<file path="src/hdl/orthonormal_basis_gen_core_assert.svh">
// Assertion macros shared by the basis generator modules.
// Each expects a clock aclk and an active-low reset aresetn in scope.
`ifndef ORTHONORMAL_BASIS_GEN_CORE_ASSERT_SVH
`define ORTHONORMAL_BASIS_GEN_CORE_ASSERT_SVH

// condition must hold at every edge out of reset
`define OBG_ASSERT_ALWAYS(lbl, cond, msg) \
    lbl: assert property (@(posedge aclk) disable iff (!aresetn) (cond)) else $error(msg);

// antecedent implies consequent in the same cycle
`define OBG_ASSERT_IMPL(lbl, ante, cons, msg) \
    lbl: assert property (@(posedge aclk) disable iff (!aresetn) (ante) |-> (cons)) \
        else $error(msg);

`endif

</file>
<file path="src/hdl/obg_pkg.sv">
package obg_pkg;

    localparam int FRAC_BITS   = 16;
    localparam int W_W         = 32;                  // w and n components
    localparam int UV_W        = 18;                  // u and v components
    localparam int THR_W       = 16;
    localparam int SQ_W        = 2 * W_W;             // sum of squares
    localparam int ROOT_W      = W_W;                 // lengths
    localparam int Q_W         = FRAC_BITS + 1;       // quotient magnitude
    localparam int DVD_W       = W_W + FRAC_BITS;     // dividend magnitude
    localparam int PROD_W      = 2 * W_W;
    localparam int SQRT_CNT_W  = $clog2(ROOT_W);
    localparam int DIV_CNT_W   = $clog2(Q_W);
    localparam int QUEUE_DEPTH = 2;
    localparam int PTR_W       = $clog2(QUEUE_DEPTH);
    localparam int S_TDATA_W   = ((3 * W_W + 7) / 8) * 8;
    localparam int M_FIELDS_W  = 6 * UV_W + 3 * W_W;
    localparam int M_TDATA_W   = ((M_FIELDS_W + 7) / 8) * 8;
    localparam longint FIX_ONE = 64'sd1 <<< FRAC_BITS;

    typedef struct packed {
        logic                  w_is_unit;
        logic signed [W_W-1:0] w_z;
        logic signed [W_W-1:0] w_y;
        logic signed [W_W-1:0] w_x;
    } obg_item_t;

    typedef struct packed {
        logic signed [UV_W-1:0] u_x;
        logic signed [UV_W-1:0] u_y;
        logic signed [UV_W-1:0] u_z;
        logic signed [UV_W-1:0] v_x;
        logic signed [UV_W-1:0] v_y;
        logic signed [UV_W-1:0] v_z;
        logic signed [W_W-1:0]  n_x;
        logic signed [W_W-1:0]  n_y;
        logic signed [W_W-1:0]  n_z;
        logic                   degenerate;
    } obg_result_t;

    localparam int RES_W = $bits(obg_result_t);

    // magnitude of a two's complement word; the most negative value maps to 2^(W-1)
    function automatic logic [W_W-1:0] obg_mag(input logic [W_W-1:0] a);
        return a[W_W-1] ? (~a + 1'b1) : a;
    endfunction

endpackage

</file>
<file path="src/hdl/obg_fifo.sv">
module obg_fifo (
    input  logic                 aclk,
    input  logic                 aresetn,
    input  logic                 push,
    input  obg_pkg::obg_item_t   push_item,
    output logic                 full,
    input  logic                 pop,
    output obg_pkg::obg_item_t   pop_item,
    output logic                 empty
);

    `include "orthonormal_basis_gen_core_assert.svh"

    obg_pkg::obg_item_t             mem_reg [obg_pkg::QUEUE_DEPTH];
    logic [obg_pkg::PTR_W-1:0]      wr_ptr_reg;
    logic [obg_pkg::PTR_W-1:0]      rd_ptr_reg;
    logic [obg_pkg::PTR_W:0]        count_reg;

    assign full     = (count_reg == (obg_pkg::PTR_W+1)'(obg_pkg::QUEUE_DEPTH));
    assign empty    = (count_reg == '0);
    assign pop_item = mem_reg[rd_ptr_reg];

    always_ff @(posedge aclk) begin
        if (!aresetn) begin
            wr_ptr_reg <= '0;
            rd_ptr_reg <= '0;
            count_reg  <= '0;
        end else begin
            if (push) begin
                wr_ptr_reg <= wr_ptr_reg + 1'b1;
            end
            if (pop) begin
                rd_ptr_reg <= rd_ptr_reg + 1'b1;
            end
            if (push && !pop) begin
                count_reg <= count_reg + 1'b1;
            end else if (pop && !push) begin
                count_reg <= count_reg - 1'b1;
            end
        end
    end

    always_ff @(posedge aclk) begin
        if (push) begin
            mem_reg[wr_ptr_reg] <= push_item;
        end
    end

    `OBG_ASSERT_ALWAYS(a_fifo_count, count_reg <= (obg_pkg::PTR_W+1)'(obg_pkg::QUEUE_DEPTH), "queue overfilled")

endmodule

</file>
<file path="config.mk">
export PLATFORM = sky130hd
export DESIGN_NAME = obg_fifo
export DESIGN_NICKNAME = d
export VERILOG_FILES = /design/src/hdl/obg_pkg.sv /design/src/hdl/obg_fifo.sv
export VERILOG_INCLUDE_DIRS = /design/src /design/src/hdl
export SDC_FILE = /design/constraint.sdc
export NUM_CORES = 1
export LEC_CHECK = 0
export BUFFER_PORTS_ARGS = -buffer_cell sky130_fd_sc_hd__buf_2
export CAP_MARGIN = 40
export CORE_MARGIN = 1
export CORE_UTILIZATION = 40
export CTS_CLUSTER_DIAMETER = 50
export DETAILED_ROUTE_END_ITERATION = 8
export HOLD_SLACK_MARGIN = 0.12
export PLACE_DENSITY = 0.74
export RECOVER_POWER = 100
export SYNTH_ARGS = -nofsm -noshare
export SYNTH_HDL_FRONTEND = slang
export SYNTH_SLANG_ARGS = --single-unit
</file>
<file path="constraint.sdc">
create_clock -name aclk -period 16.3 [get_ports aclk]
set_clock_uncertainty 0.2 [all_clocks]
set_input_delay 3.26 -clock aclk [delete_from_list [all_inputs] [get_ports aclk]]
set_output_delay 3.26 -clock aclk [all_outputs]
set_load 0.01 [all_outputs]
</file>
==> flow_metrics.env <==
export IMPL_run_status="finished, violations left"
export IMPL_violations="max-capacitance violations, max-slew violations"
export IMPL_drv_cap=6
export IMPL_finalCriticalPeriod_ns=8.58
export IMPL_power_density_mw_per_mm2=130
export IMPL_start_kind="primary input"
export IMPL_grt_ovfl_total=0
export IMPL_drive_gt1_share_pct=30.8
export IMPL_core_mm2=0.0180
export IMPL_htree_levels=4
export IMPL_cts_setup_buffers=0
export IMPL_die_area_mm2=0.0189
export IMPL_grt_pass1_wl_mm=19.1
export IMPL_area_growth_pct=21.8
export IMPL_tns_ns=0
export IMPL_place_inst=745
export IMPL_worst_pin_slew_ns=3.45
export IMPL_syn_area_mm2=0.00733
export IMPL_synth_area_leaders="edfxtp_1 79%, mux2_2 10%, mux2_4 6.1%"
export IMPL_final_antenna_net_count=0
export IMPL_cts_root_buffer_cell="clkbuf_16"
export IMPL_wl_mm=13.2
export IMPL_clkSlewWorstSetupHoldPaths_ns=0.07
export IMPL_grt_pass1_vias=3812
export IMPL_worstSetupPathType="in -> reg"
export IMPL_hp_class="reg -> reg"
export IMPL_drt_iter0_markers=170
export IMPL_holdBufCountCts=0
export IMPL_start_util_pct=40.8
export IMPL_post_route_period_util_pct=52.6
export IMPL_rows=49
export IMPL_syn_avg_cell_area_um2=22.6
export IMPL_p_leak_nw=3.04
export IMPL_critPathRequiredTime_ns=16.06
export IMPL_synth_top_area_cell="edfxtp_1"
export IMPL_hold_viol=0
export IMPL_cts_path_max_buffers=2
export IMPL_fin_nets=637
export IMPL_holdPathStages=2
export IMPL_max_slew_margin_pct=-130
export IMPL_placed_area_mm2=0.00859
export IMPL_io_buffers=199
export IMPL_wl_per_cell_um=17.0
export IMPL_power_mw=1.16
export IMPL_fmax_ghz=0.117
export IMPL_cts_tree="yes"
export IMPL_antenna_found_initial=1
export IMPL_vias=3644
export IMPL_design_area_mm2=0.00893
export IMPL_grt_max_degree=63
export IMPL_largest_register_ffs=194
export IMPL_grt_setup_unrepaired="no"
export IMPL_post_synth_top_area_fraction_pct=79.4
export IMPL_ys_warn_count=0
export IMPL_ys_types=17
export IMPL_cp_arrival_ns=8.33
export IMPL_synth_cells=324
export IMPL_seq_area_frac_synth_pct=80.8
export IMPL_ir_worst_vdd_mv=0.0736
export IMPL_gp_congestion=0.713
export IMPL_die_h_um=137
export IMPL_firstDrtPassIters=6
export IMPL_synth_fp_nets=426
export IMPL_clk_latency_ns=0.42
export IMPL_instances_no_fill=778
export IMPL_grtUsageTotal_pct=13.9
export IMPL_viasPerCell=4.68
export IMPL_synth_seq_cells=199
export IMPL_r2r_cells=3
export IMPL_crit_path_end_kind="flip-flop"
export IMPL_die_x_um=137
export IMPL_whs_ns=0.331
export IMPL_hpwlAfterDp_mm=8.59
export IMPL_post_route_drc_count=0
export IMPL_postCtsResizedCells=0
export IMPL_path_max_fanout=57
export IMPL_setup_violations_final=0
export IMPL_cts_buffers_inserted=17
export IMPL_boundaryPins=200
export IMPL_cts_sinks=199
export IMPL_drv_slew=281
[report_power, final]
part	internal (mW)	total [mW]	switching, mW
Sequential	0.593	0.604	0.0110
Clock	0.274	0.455	0.181
Combinational	0.0454	0.100	0.0550
[final cells by class]
type / count / area (µm²)
Clock buffer: 18 / 429
Inverter: 1 / 3.75
Antenna cell: 1 / 2.50
Fill cell: 1577 / 9030
Tap cell: 229 / 287
Clock inverter: 14 / 219
Multi-Input combinational cell: 113 / 1210
Timing Repair Buffer: 203 / 853
Sequential cell: 199 / 5930
[critical path, stage by stage]
cell and delay [ns]:
clkbuf_1 0.15, nor2b_1 1.52, clkbuf_1 0.98, clkbuf_1 2.36
[cell usage in the layout (no fill, tap or decap), types with 2 or more instances in the layout]
master      netlist  routed
clkbuf_1          0     131
dfxtp_1           5       5
nor2b_1           3       3
buf_2             6      73
and2_0            0       4
xor2_1            2       2
clkinv_4          0       2
clkbuf_16         0      17
clkinv_2          0       2
mux2_1            0      32
mux2_4           30       2
bufinv_16         0       5
clkinvlp_4        0       2
inv_6             0       3
edfxtp_1        194     194
mux2_2           67      63
[final timing paths]
kind	startpoint	to	slack (ns)
min reg2reg	count_reg[1]	count_reg[1]	0.33
max	push	mem_reg[0][17]	7.72
min	count_reg[1]	count_reg[1]	0.33
max reg2reg	wr_ptr_reg	mem_reg[0][17]	10.44
[metal layers]
| metal | wire length, µm | GRT usage [%] | vias to the layer above |
|---|---|---|---|
| li1 | - | - | 1699 |
| met1 | 5660 | 16.2 | 1799 |
| met2 | 6580 | 23.8 | 136 |
| met3 | 849 | 4.71 | 10 |
| met4 | 109 | 4.52 | 0 |
| met5 | 0 | 0 | - |
[per-stage QoR]
step / worst slack (ns) / utilization (%)
after floorplan: 8.02 / -
after global placement: 10.53 / 47.7
after detailed placement: 10.67 / 47.8
after CTS: 10.20 / 51.4
after global routing: 7.13 / 49.7
final: 7.72 / 49.7
[cell families after synthesis]
family / count (synthesis) / share of synthesized area, %
AO/OA/AOI/OAI: 3 / 0.273
XOR/XNOR: 3 / 0.358
adder cells (fa/ha/maj): 1 / 0.171
buffers and inverters: 12 / 1.23
flip-flops: 199 / 80.8
multiplexers: 97 / 16.4
AND/OR/NAND/NOR: 9 / 0.734
[Yosys cell counts]
cell,number
a21boi_1,1
dfxtp_1,5
xor2_1,2
mux2_2,67
nor2b_1,3
inv_1,1
nor2_1,1
o21a_1,1
o21ai_0,1
ha_1,1
buf_6,5
or3_1,1
xnor2_1,1
edfxtp_1,194
and2_1,4
buf_2,6
mux2_4,30
Note: power is estimated with default switching activity, not from simulation.
