==> src/hdl/orthonormal_basis_gen_core_assert.svh <==
// Assertion macros shared by the basis generator modules.
// Each expects a clock aclk and an active-low reset aresetn in scope.
`ifndef ORTHONORMAL_BASIS_GEN_CORE_ASSERT_SVH
`define ORTHONORMAL_BASIS_GEN_CORE_ASSERT_SVH

// condition must hold at every edge out of reset
`define OBG_ASSERT_ALWAYS(lbl, cond, msg) \
    lbl: assert property (@(posedge aclk) disable iff (!aresetn) (cond)) else $error(msg);

// antecedent implies consequent in the same cycle
`define OBG_ASSERT_IMPL(lbl, ante, cons, msg) \
    lbl: assert property (@(posedge aclk) disable iff (!aresetn) (ante) |-> (cons)) \
        else $error(msg);

`endif

==> src/hdl/obg_pkg.sv <==
package obg_pkg;

    localparam int FRAC_BITS   = 16;
    localparam int W_W         = 32;                  // w and n components
    localparam int UV_W        = 18;                  // u and v components
    localparam int THR_W       = 16;
    localparam int SQ_W        = 2 * W_W;             // sum of squares
    localparam int ROOT_W      = W_W;                 // lengths
    localparam int Q_W         = FRAC_BITS + 1;       // quotient magnitude
    localparam int DVD_W       = W_W + FRAC_BITS;     // dividend magnitude
    localparam int PROD_W      = 2 * W_W;
    localparam int SQRT_CNT_W  = $clog2(ROOT_W);
    localparam int DIV_CNT_W   = $clog2(Q_W);
    localparam int QUEUE_DEPTH = 2;
    localparam int PTR_W       = $clog2(QUEUE_DEPTH);
    localparam int S_TDATA_W   = ((3 * W_W + 7) / 8) * 8;
    localparam int M_FIELDS_W  = 6 * UV_W + 3 * W_W;
    localparam int M_TDATA_W   = ((M_FIELDS_W + 7) / 8) * 8;
    localparam longint FIX_ONE = 64'sd1 <<< FRAC_BITS;

    typedef struct packed {
        logic                  w_is_unit;
        logic signed [W_W-1:0] w_z;
        logic signed [W_W-1:0] w_y;
        logic signed [W_W-1:0] w_x;
    } obg_item_t;

    typedef struct packed {
        logic signed [UV_W-1:0] u_x;
        logic signed [UV_W-1:0] u_y;
        logic signed [UV_W-1:0] u_z;
        logic signed [UV_W-1:0] v_x;
        logic signed [UV_W-1:0] v_y;
        logic signed [UV_W-1:0] v_z;
        logic signed [W_W-1:0]  n_x;
        logic signed [W_W-1:0]  n_y;
        logic signed [W_W-1:0]  n_z;
        logic                   degenerate;
    } obg_result_t;

    localparam int RES_W = $bits(obg_result_t);

    // magnitude of a two's complement word; the most negative value maps to 2^(W-1)
    function automatic logic [W_W-1:0] obg_mag(input logic [W_W-1:0] a);
        return a[W_W-1] ? (~a + 1'b1) : a;
    endfunction

endpackage

==> src/hdl/obg_front.sv <==
module obg_front (
    input  logic                                aclk,
    input  logic                                aresetn,
    input  logic                                s_tvalid,
    output logic                                s_tready,
    input  logic [obg_pkg::S_TDATA_W-1:0]       s_tdata,
    input  logic                                s_tuser,
    output logic                                push,
    output obg_pkg::obg_item_t                  push_item,
    input  logic                                q_full
);

    // one-entry holding stage in front of the queue; takes a request every cycle while the queue is not full
    logic               hold_valid_reg;
    obg_pkg::obg_item_t hold_item_reg;

    assign s_tready  = !hold_valid_reg || !q_full;
    assign push      = hold_valid_reg && !q_full;
    assign push_item = hold_item_reg;

    always_ff @(posedge aclk) begin
        if (!aresetn) begin
            hold_valid_reg <= 1'b0;
        end else if (s_tvalid && s_tready) begin
            hold_valid_reg <= 1'b1;
        end else if (push) begin
            hold_valid_reg <= 1'b0;
        end
    end

    always_ff @(posedge aclk) begin
        if (s_tvalid && s_tready) begin
            hold_item_reg.w_x       <= s_tdata[obg_pkg::W_W-1:0];
            hold_item_reg.w_y       <= s_tdata[2*obg_pkg::W_W-1:obg_pkg::W_W];
            hold_item_reg.w_z       <= s_tdata[3*obg_pkg::W_W-1:2*obg_pkg::W_W];
            hold_item_reg.w_is_unit <= s_tuser;
        end
    end

endmodule

==> config.mk <==
export PLATFORM = sky130hd
export DESIGN_NAME = obg_front
export DESIGN_NICKNAME = d
export VERILOG_FILES = /design/src/hdl/orthonormal_basis_gen_core_assert.svh /design/src/hdl/obg_pkg.sv /design/src/hdl/obg_front.sv
export SDC_FILE = /design/constraint.sdc
export NUM_CORES = 1
export LEC_CHECK = 0
export BUFFER_PORTS_ARGS = -buffer_cell sky130_fd_sc_hd__buf_2
export CORE_MARGIN = 3
export CORE_UTILIZATION = 41
export CTS_CLUSTER_DIAMETER = 30
export CTS_CLUSTER_SIZE = 28
export DETAILED_ROUTE_END_ITERATION = 6
export GPL_TIMING_DRIVEN = 0
export HOLD_SLACK_MARGIN = 0.06
export MAX_ROUTING_LAYER = met4
export PLACE_DENSITY = 0.79
export SLEW_MARGIN = 20
export SYNTH_ARGS = -nofsm -noshare
export SYNTH_HDL_FRONTEND = slang
export SYNTH_SLANG_ARGS = --single-unit
==> constraint.sdc <==
create_clock -name aclk -period 4.35 [get_ports aclk]
set_clock_uncertainty 0.1 [all_clocks]
set_input_delay 0.2175 -clock aclk [delete_from_list [all_inputs] [get_ports aclk]]
set_output_delay 0.2175 -clock aclk [all_outputs]
set_load 0.005 [all_outputs]
==> key figures, run 1 <==
Status
  – Status: finished clean

Synthesis
  – Mean area per synthesized cell: 28.8 um2
  – Cells after Synth: 103
  – FF+latch count, synth: 98
  – Synth cell types: 7
  – Mapped Area: 2960 um2
  – Post-synthesis sequential area ratio: 99.0%
  – Syn. warnings: 0
  – Post-Syn Nets: 204

Timing
  – RSZ-0062 raised after global routing: no
  – Setup TNS Final: 0 ns
  – Setup slack after layout: 2.54 ns
  – Final Slew Violations: 0
  – Fmax: 552 MHz
  – Fin crit share: 41.6%
  – Actual slew at the worst max-slew pin: 0.635 ns
  – Max_slew headroom: 57.6%
  – Final setup fails: 0
  – Hold Vio Cnt, Final: 0
  – Post-layout min period: 1.81 ns

Setup path
  – CP arrival: 1.73 ns
  – Max Fanout on Critical Path: 50
  – Crit path kind: reg2reg
  – CP Data Required Time: 4.27 ns
  – Startpoint Class: flop
  – CP Capture Type: flop

Placement
  – I/O Buffers: 199
  – GP Congestion: 0.718
  – Setup WS pre-CTS: 2.55 ns
  – Placed cell areas: 4100 um2

Cells and area
  – Area grow syn2layout: 77.4%
  – Final cell area excluding filler cells: 5260 um2
  – # fillers: 444
  – Multi-input gate area: 32.5 um2
  – Leading cell types in the layout, fill and taps excluded: 199 x buf_2, 99 x dlygate4sd3_1, 97 x edfxtp_1
  – Sequential cell area: 2930 um2
  – Max reg flops: 97
  – Most common cell after layout, fill and taps aside: buf_2
  – Share of layout cells above drive strength 1: 51.4%
  – Nets: 514

Clock tree
  – Clock Tree Root: clkbuf_8
  – Htree depth: 3
  – Post-CTS Setup Bufs: 0
  – # clock sinks: 98
  – Worst-skew pair later-pin latency: 0.35 ns
  – CTS buffer count: 9
  – Clock transition at path regs: 0.09 ns
  – CTS tree: done
  – CTS resizes: 0
  – CTS max path bufs: 2

Die
  – Core area: 6910 um2
  – Die area: 8280 um2
  – Num ports: 200
  – Starting Density: 42.9%
  – Die H: 91.0 um
  – Die Wd: 91.0 um
  – # rows: 30

Pwr
  – Total power: 0.00182 W
  – Peak supply drop: 0.256 mV
  – Pwr/cell area: 347 nW/um2
  – LEAKAGE: 2.24 nW

GRT
  – Pin count of the biggest net entering global routing: 51
  – Vias in the first global route: 2474
  – Gr ovfl total: 0
  – Global Route Usage Sum: 21.7%
  – Initial antenna violation count: 1
  – Global-route wire length before repair: 13000 um

Flow run
  – Max cap viols: 0

Drt
  – Vias post-DR: 2249
  – Final wirelength: 8790 um
  – Routed Antenna Nets: 0
  – DRC: 0
  – DR pass1 iterations: 4
  – Vias/cell: 4.37
  – Drt wl/cell: 17.1 um
  – DR iter-0 viols: 55

Hold path
  – Min-Delay Path Class: in2reg
timing repair:
action                                  CTS  global route
endpoints found under the hold margin    98             0
endpoints found under the setup margin    0             0
hold buffers                             99             0
power by group:
part	internal [W]	switching, W	total [W]
sequential	0.00110	0.0000138	0.00112
combinational	0.000126	0.0000830	0.000209
clock	0.000205	0.000293	0.000498
area by class of cell:
cell class,count,area share [%]
clock inverter,5,0.595
timing repair buffer,299,38.2
clock buffer,11,2.50
sequential,98,55.8
tap,96,2.28
multi-input combinational,5,0.619
antenna,1,0.0476
worst max-delay path, cell delays in order (launching register included):
cell     delay, ns
dfxtp_1       0.34
nand2_1       0.11
and2_4        0.56
buf_12        0.33
kinds of logic after synthesis:
family | share of synthesized area, %
simple gates | 0.845
compound gates | 0.169
flops | 99.0
final timing paths:
check                       from             to  cells past startpoint  slack [ns]
hold / removal          s_tvalid  push_item[81]                      2        0.44
setup reg to reg  hold_valid_reg  push_item[22]                      3        2.54
hold reg to reg   hold_valid_reg  push_item[81]                      2        0.98
setup / recovery  hold_valid_reg  push_item[22]                      3        2.54
per-stage QoR:
step	hold WS (ns)	std cells	utilization (%)
3_5_place_dp	0.296	399	59.4
2_1_floorplan	0.216	103	-
4_1_cts	0.420	514	76.1
6_report	0.440	515	76.1
5_1_grt	0.451	515	76.1
3_3_place_gp	0.294	398	59.1
cell usage after synthesis:
cell type | number | area share (%)
edfxtp_1 | 97 | 98
and2b_2 | 1 | 0.30
nand2_1 | 1 | 0.13
nor2b_1 | 1 | 0.21
and2_1 | 1 | 0.21
dfxtp_1 | 1 | 0.68
a21oi_1 | 1 | 0.17
per-layer routing:
metal	GRT usage (%)	share of wire [%]	vias up
li1	-	-	1037
met1	23.1	36	1057
met2	37.6	53	141
met3	7.62	9.6	14
met4	7.16	1.5	0
met5	-	0	-
Note: power is estimated with default switching activity, not from simulation.
==> run 2: changes to the inputs <==
--- a/config.mk
+++ b/config.mk
@@ -7,14 +7,14 @@
 export LEC_CHECK = 0
 export BUFFER_PORTS_ARGS = -buffer_cell sky130_fd_sc_hd__buf_2
 export CORE_MARGIN = 3
-export CORE_UTILIZATION = 41
+export CORE_UTILIZATION = 37
 export CTS_CLUSTER_DIAMETER = 30
 export CTS_CLUSTER_SIZE = 28
 export DETAILED_ROUTE_END_ITERATION = 6
 export GPL_TIMING_DRIVEN = 0
 export HOLD_SLACK_MARGIN = 0.06
 export MAX_ROUTING_LAYER = met4
-export PLACE_DENSITY = 0.79
+export PLACE_DENSITY = 0.75
 export SLEW_MARGIN = 20
 export SYNTH_ARGS = -nofsm -noshare
 export SYNTH_HDL_FRONTEND = slang
==> constraint.sdc (replaced) <==
create_clock -name aclk -period 1.6 [get_ports aclk]
set_clock_uncertainty 0.1 [all_clocks]
set_input_delay 0.08 -clock aclk [delete_from_list [all_inputs] [get_ports aclk]]
set_output_delay 0.08 -clock aclk [all_outputs]
set_load 0.005 [all_outputs]
==> key figures, run 2 (synthesized netlist as in run 1, its figures left out) <==
Timing
  – Final Slew Violations: 0
  – Max_slew headroom: 57.8%
  – Fin crit share: 92.6%
  – Actual slew at the worst max-slew pin: 0.633 ns
  – Fmax: 675 MHz
  – Hold Vio Cnt, Final: 0
  – RSZ-0062 raised after global routing: no
  – Final setup fails: 0
  – Post-layout min period: 1.48 ns

Flow run
  – Max cap viols: 0

Drt
  – Top Layer Used: met4
  – Vias post-DR: 2282
  – DR pass1 iterations: 4
  – Drt wl/cell: 16.4 um
  – Routed Antenna Nets: 0
  – DRC: 0
  – DR iter-0 viols: 68
  – Final wirelength: 8530 um
  – Met3 wire length: 679 um
  – DRT met1 WL: 2990 um
  – Metal2 WL: 4600 um
  – Vias/cell: 4.38

Pwr
  – Switching Fraction: 20.8%
  – Peak supply drop: 0.756 mV
  – Flop pwr share: 56.8%
  – LEAKAGE: 2.27 nW
  – Int Pwr: 0.00423 W
  – Switch Pwr: 0.00112 W
  – Comb pwr share: 10.5%
  – Clock group share of total power: 32.8%
  – Pwr/cell area: 1010 nW/um2

Clock tree
  – Clock transition at path regs: 0.10 ns
  – Htree depth: 3
  – Clock Tree Root: clkbuf_8
  – CTS tree: done
  – CTS buffer count: 9
  – Worst-skew pair later-pin latency: 0.34 ns
  – CTS max path bufs: 2
  – # clock sinks: 98

Die
  – Core area: 7770 um2
  – Starting Density: 38.1%
  – # rows: 32
  – Die H: 95.5 um
  – Die area: 9120 um2
  – Die Wd: 95.5 um
  – Num ports: 200

Setup path
  – Largest stage delay on the critical path: 0.56 ns
  – Startpoint Class: flop
  – CP Buf/Inv Count: 0
  – Max Fanout on Critical Path: 49
  – RR Startpoint: hold_valid_reg
  – CP arrival: 1.36 ns
  – CP max stage cell: and2_4
  – CP Capture Type: flop
  – CP top delay family: simple AND/OR/NAND/NOR gates
  – CP startpoint: hold_valid_reg
  – Cells along the critical path: nand2_2 > and2_4
  – CP Data Required Time: 1.48 ns
  – Crit path kind: reg2reg

Placement
  – Inst Count DP: 404
  – I/O Buffers: 199
  – GP Congestion: 0.682

Cells and area
  – Core Util, Final: 68.5%
  – Most common cell after layout, fill and taps aside: buf_2
  – Max reg flops: 97
  – Leading cell types in the layout, fill and taps excluded: 199 x buf_2, 99 x dlygate4sd3_1, 97 x edfxtp_1
  – Non-Filler Instances: 521
  – Share of layout cells above drive strength 1: 52.4%
  – Area grow syn2layout: 79.6%
  – Nets: 514

Hold path
  – HP Start: s_tvalid
  – Min-Delay Path Class: in2reg

GRT
  – Pin count of the biggest net entering global routing: 50
  – Initial antenna violation count: 1
  – Gr ovfl total: 0
  – Global-route wire length before repair: 12400 um
  – Global Route Usage Sum: 19.3%
  – Vias in the first global route: 2515

Status
  – Status: finished clean
-- run 2: cell count changes in the layout (fill, tap and decap cells not counted), sizes merged --
cell	delta
clkbuf	-2
bufinv	+2
clkinv	-1
and2	+1
clkinvlp	-1
buf	-1
inv	+2
-- run 2: path summary, 6_finish.rpt --
path	endpoint	slack, ns	cells past startpoint
worst max register to register	push_item[30]	0.12	2
worst max-delay path	push_item[30]	0.12	2
worst min-delay path	push_item[82]	0.33	2
worst min register to register	push_item[82]	0.90	2
-- run 2: cell type report --
cell class	count	area (um2)
Fill cell	521	2450
Clock inverter	7	101
Antenna cell	1	2.50
Multi-Input combinational cell	6	43.8
Tap cell	102	128
Timing Repair Buffer	298	1990
Sequential cell	98	2930
Clock buffer	9	124
-- run 2: what timing repair did --
action / CTS / global route
hold buffers: 99 / 0
hold endpoints to repair: 98 / 0
endpoints found under the setup margin: 97 / 0
setup buffers: 0 / 0
gates resized for setup: 1 / 0
-- run 2: through the flow --
step	setup WS (ns)	power (W)	instance area [um2]	TNS, ns	hold slack [ns]
after global placement	-0.216	0.00343	4090	-20.71	0.157
after CTS	0.130	0.00538	5320	0	0.301
after detailed placement	-0.261	0.00345	4090	-24.91	0.158
final	0.119	0.00535	5320	0	0.329
after floorplan	-0.0253	0.00317	2970	-2.46	0.0789
after global routing	0.0597	0.00554	5320	0	0.314
-- run 2: power groups by stage --
stage	Sequential, W	Clock [W]	Combinational, W
finish	0.00304	0.00175	0.000560
global route	0.00305	0.00188	0.000608
CTS	0.00304	0.00179	0.000550
detailed placement	0.00310	0	0.000356
global placement	0.00309	0	0.000344
floorplan	0.00312	0	0.0000504
-- run 2: layer usage --
metal | GRT usage (%) | vias to the layer above
met4 | 9.48 | 0
met1 | 20.6 | 1095
met3 | 5.76 | 22
met5 | - | -
met2 | 32.8 | 130
li1 | - | 1035
==> run 3: changes to the inputs <==
--- a/config.mk
+++ b/config.mk
@@ -5,16 +5,18 @@
 export SDC_FILE = /design/constraint.sdc
 export NUM_CORES = 1
 export LEC_CHECK = 0
+export ABC_CLOCK_PERIOD_IN_PS = 1600
 export BUFFER_PORTS_ARGS = -buffer_cell sky130_fd_sc_hd__buf_2
 export CORE_MARGIN = 3
-export CORE_UTILIZATION = 37
+export CORE_UTILIZATION = 38
+export CTS_BUF_LIST = sky130_fd_sc_hd__clkbuf_8
 export CTS_CLUSTER_DIAMETER = 30
 export CTS_CLUSTER_SIZE = 28
 export DETAILED_ROUTE_END_ITERATION = 6
 export GPL_TIMING_DRIVEN = 0
 export HOLD_SLACK_MARGIN = 0.06
 export MAX_ROUTING_LAYER = met4
-export PLACE_DENSITY = 0.75
+export PLACE_DENSITY_LB_ADDON = 0.2
 export SLEW_MARGIN = 20
 export SYNTH_ARGS = -nofsm -noshare
 export SYNTH_HDL_FRONTEND = slang
==> key figures, run 3 (synthesized netlist as in run 1, its figures left out) <==
Pwr
  – Total power: 0.00513 W
  – Int Pwr: 0.00407 W
  – Pwr/cell area: 963 nW/um2
  – Switching Fraction: 20.8%
  – Flop pwr share: 59.1%
  – Peak supply drop: 0.645 mV
  – LEAKAGE: 2.28 nW
  – Comb pwr share: 11.2%
  – Switch Pwr: 0.00107 W
  – Clock group share of total power: 29.8%

GRT
  – Global-route wire length before repair: 11900 um
  – Gr ovfl total: 0
  – Vias in the first global route: 2399
  – Pin count of the biggest net entering global routing: 61
  – Global Route Usage Sum: 18.7%
  – Initial antenna violation count: 0

Drt
  – DR iter-0 viols: 99
  – Final wirelength: 8170 um
  – DR pass1 iterations: 4
  – Drt wl/cell: 15.7 um
  – Vias post-DR: 2227
  – Vias/cell: 4.29
  – DRC: 0
  – Routed Antenna Nets: 0

Setup path
  – CP Capture Type: flop
  – RR Startpoint: hold_valid_reg
  – Crit path kind: reg2reg
  – R2R Setup Slk: 0.08 ns
  – CP top delay family: simple AND/OR/NAND/NOR gates
  – Max Fanout on Critical Path: 30
  – Worst R2R Path Depth: 3
  – Largest stage delay on the critical path: 0.36 ns
  – Cells along the critical path: nand2_2 > and2_4 > clkbuf_16
  – CP max stage cell: and2_4
  – Startpoint Class: flop
  – CP Data Required Time: 1.55 ns
  – CP arrival: 1.46 ns
  – R2r endpoint: push_item[8]
  – CP Buf/Inv Count: 1
  – WP depth: 3

Timing
  – Hold Vio Cnt, Final: 0
  – Final setup fails: 0
  – Fin crit share: 94.9%
  – RSZ-0062 raised after global routing: no
  – Fmax: 659 MHz
  – Actual slew at the worst max-slew pin: 0.456 ns
  – Max_slew headroom: 69.6%
  – Post-layout min period: 1.52 ns
  – Final Slew Violations: 0

Cells and area
  – Leading cell types in the layout, fill and taps excluded: 199 x buf_2, 99 x dlygate4sd3_1, 97 x edfxtp_1
  – Nets: 516
  – Ant. Diodes: 0
  – Max reg flops: 97
  – Non-Filler Instances: 519
  – Most common cell after layout, fill and taps aside: buf_2
  – # fillers: 490
  – Core Util, Final: 72.0%
  – Share of layout cells above drive strength 1: 52.4%
  – Area grow syn2layout: 80.0%

Flow run
  – Max cap viols: 0

Hold path
  – HP Start: s_tvalid
  – Hold depth: 2
  – Min-Delay Path Class: in2reg
  – Worst Hold End: push_item[18]

Die
  – Die H: 94.3 um
  – Die Wd: 94.3 um
  – Core area: 7410 um2
  – Die area: 8890 um2
  – Starting Density: 40.0%
  – Num ports: 200
  – # rows: 31

Clock tree
  – CTS max path bufs: 2
  – Worst-skew pair later-pin latency: 0.34 ns
  – Htree depth: 3
  – CTS resizes: 0
  – # clock sinks: 98
  – CTS buffer count: 9
  – CTS tree: done
  – Clock Tree Root: clkbuf_8
  – Post-CTS Setup Bufs: 0
  – Clock transition at path regs: 0.09 ns

Placement
  – Inst Count DP: 402
  – GP Congestion: 0.719
  – I/O Buffers: 199
  – HPWL Detailed: 4730 um

Status
  – Status: finished clean
run 3: power groups by stage:
| stage | combinational [W] | clock, W | sequential (W) |
|---|---|---|---|
| 5_1_grt | 0.000625 | 0.00168 | 0.00305 |
| 2_1_floorplan | 0.0000504 | 0 | 0.00312 |
| 4_1_cts | 0.000560 | 0.00157 | 0.00303 |
| 6_report | 0.000573 | 0.00153 | 0.00303 |
| 3_3_place_gp | 0.000348 | 0 | 0.00309 |
| 3_5_place_dp | 0.000365 | 0 | 0.00309 |
run 3: worst reg2reg max path, stage by stage (launching register included):
cell and delay, ns:
dfxtp_2 0.34, nand2_2 0.11, and2_4 0.36, clkbuf_16 0.31
run 3: area by class of cell:
class                           count  area (um2)  area share (%)
Sequential cell                    98        2930            55.0
Clock inverter                      7        70.1            1.31
Multi-Input combinational cell      6        42.5           0.798
Timing Repair Buffer              300        2040            38.2
Clock buffer                        9         124            2.32
Tap cell                           99         124            2.32
run 3: how the worst max path moves through the flow:
| stage | to | startpoint | slack (ns) |
|---|---|---|---|
| finish | push_item[8] | hold_valid_reg | 0.08 |
| global route | push_item[8] | hold_valid_reg | 0.02 |
| CTS | push_item[86] | hold_valid_reg | 0.04 |
| detailed placement | push_item[23] | hold_valid_reg | -0.08 |
| global placement | push_item[23] | hold_valid_reg | -0.26 |
| floorplan | push_item[0] | hold_valid_reg | -0.03 |
run 3: timing repair:
action | 4_1_cts | 5_1_grt
gates cloned | 1 | 1
endpoints found under the setup margin | 60 | 42
hold endpoints to repair | 98 | 0
hold buffers | 99 | 0
pin swaps | 1 | 0
run 3: through the flow:
step	hold slack, ns	instance area (um2)	setup slack (ns)	setup TNS [ns]
floorplan	0.0789	2970	-0.0253	-2.46
global placement	0.156	4090	-0.264	-25.05
detailed placement	0.158	4120	-0.0774	-4.46
CTS	0.170	5310	0.0403	0
global route	0.198	5330	0.0194	0
finish	0.204	5330	0.0821	0
run 3: routing by layer:
metal / vias to the layer above / GRT usage [%] / part of all wire [%]
li1: 1040 / - / -
met1: 1058 / 20.4 / 37
met2: 122 / 33.5 / 55
met3: 7 / 4.17 / 7.7
met4: 0 / 6.38 / 0.89
met5: - / - / 0
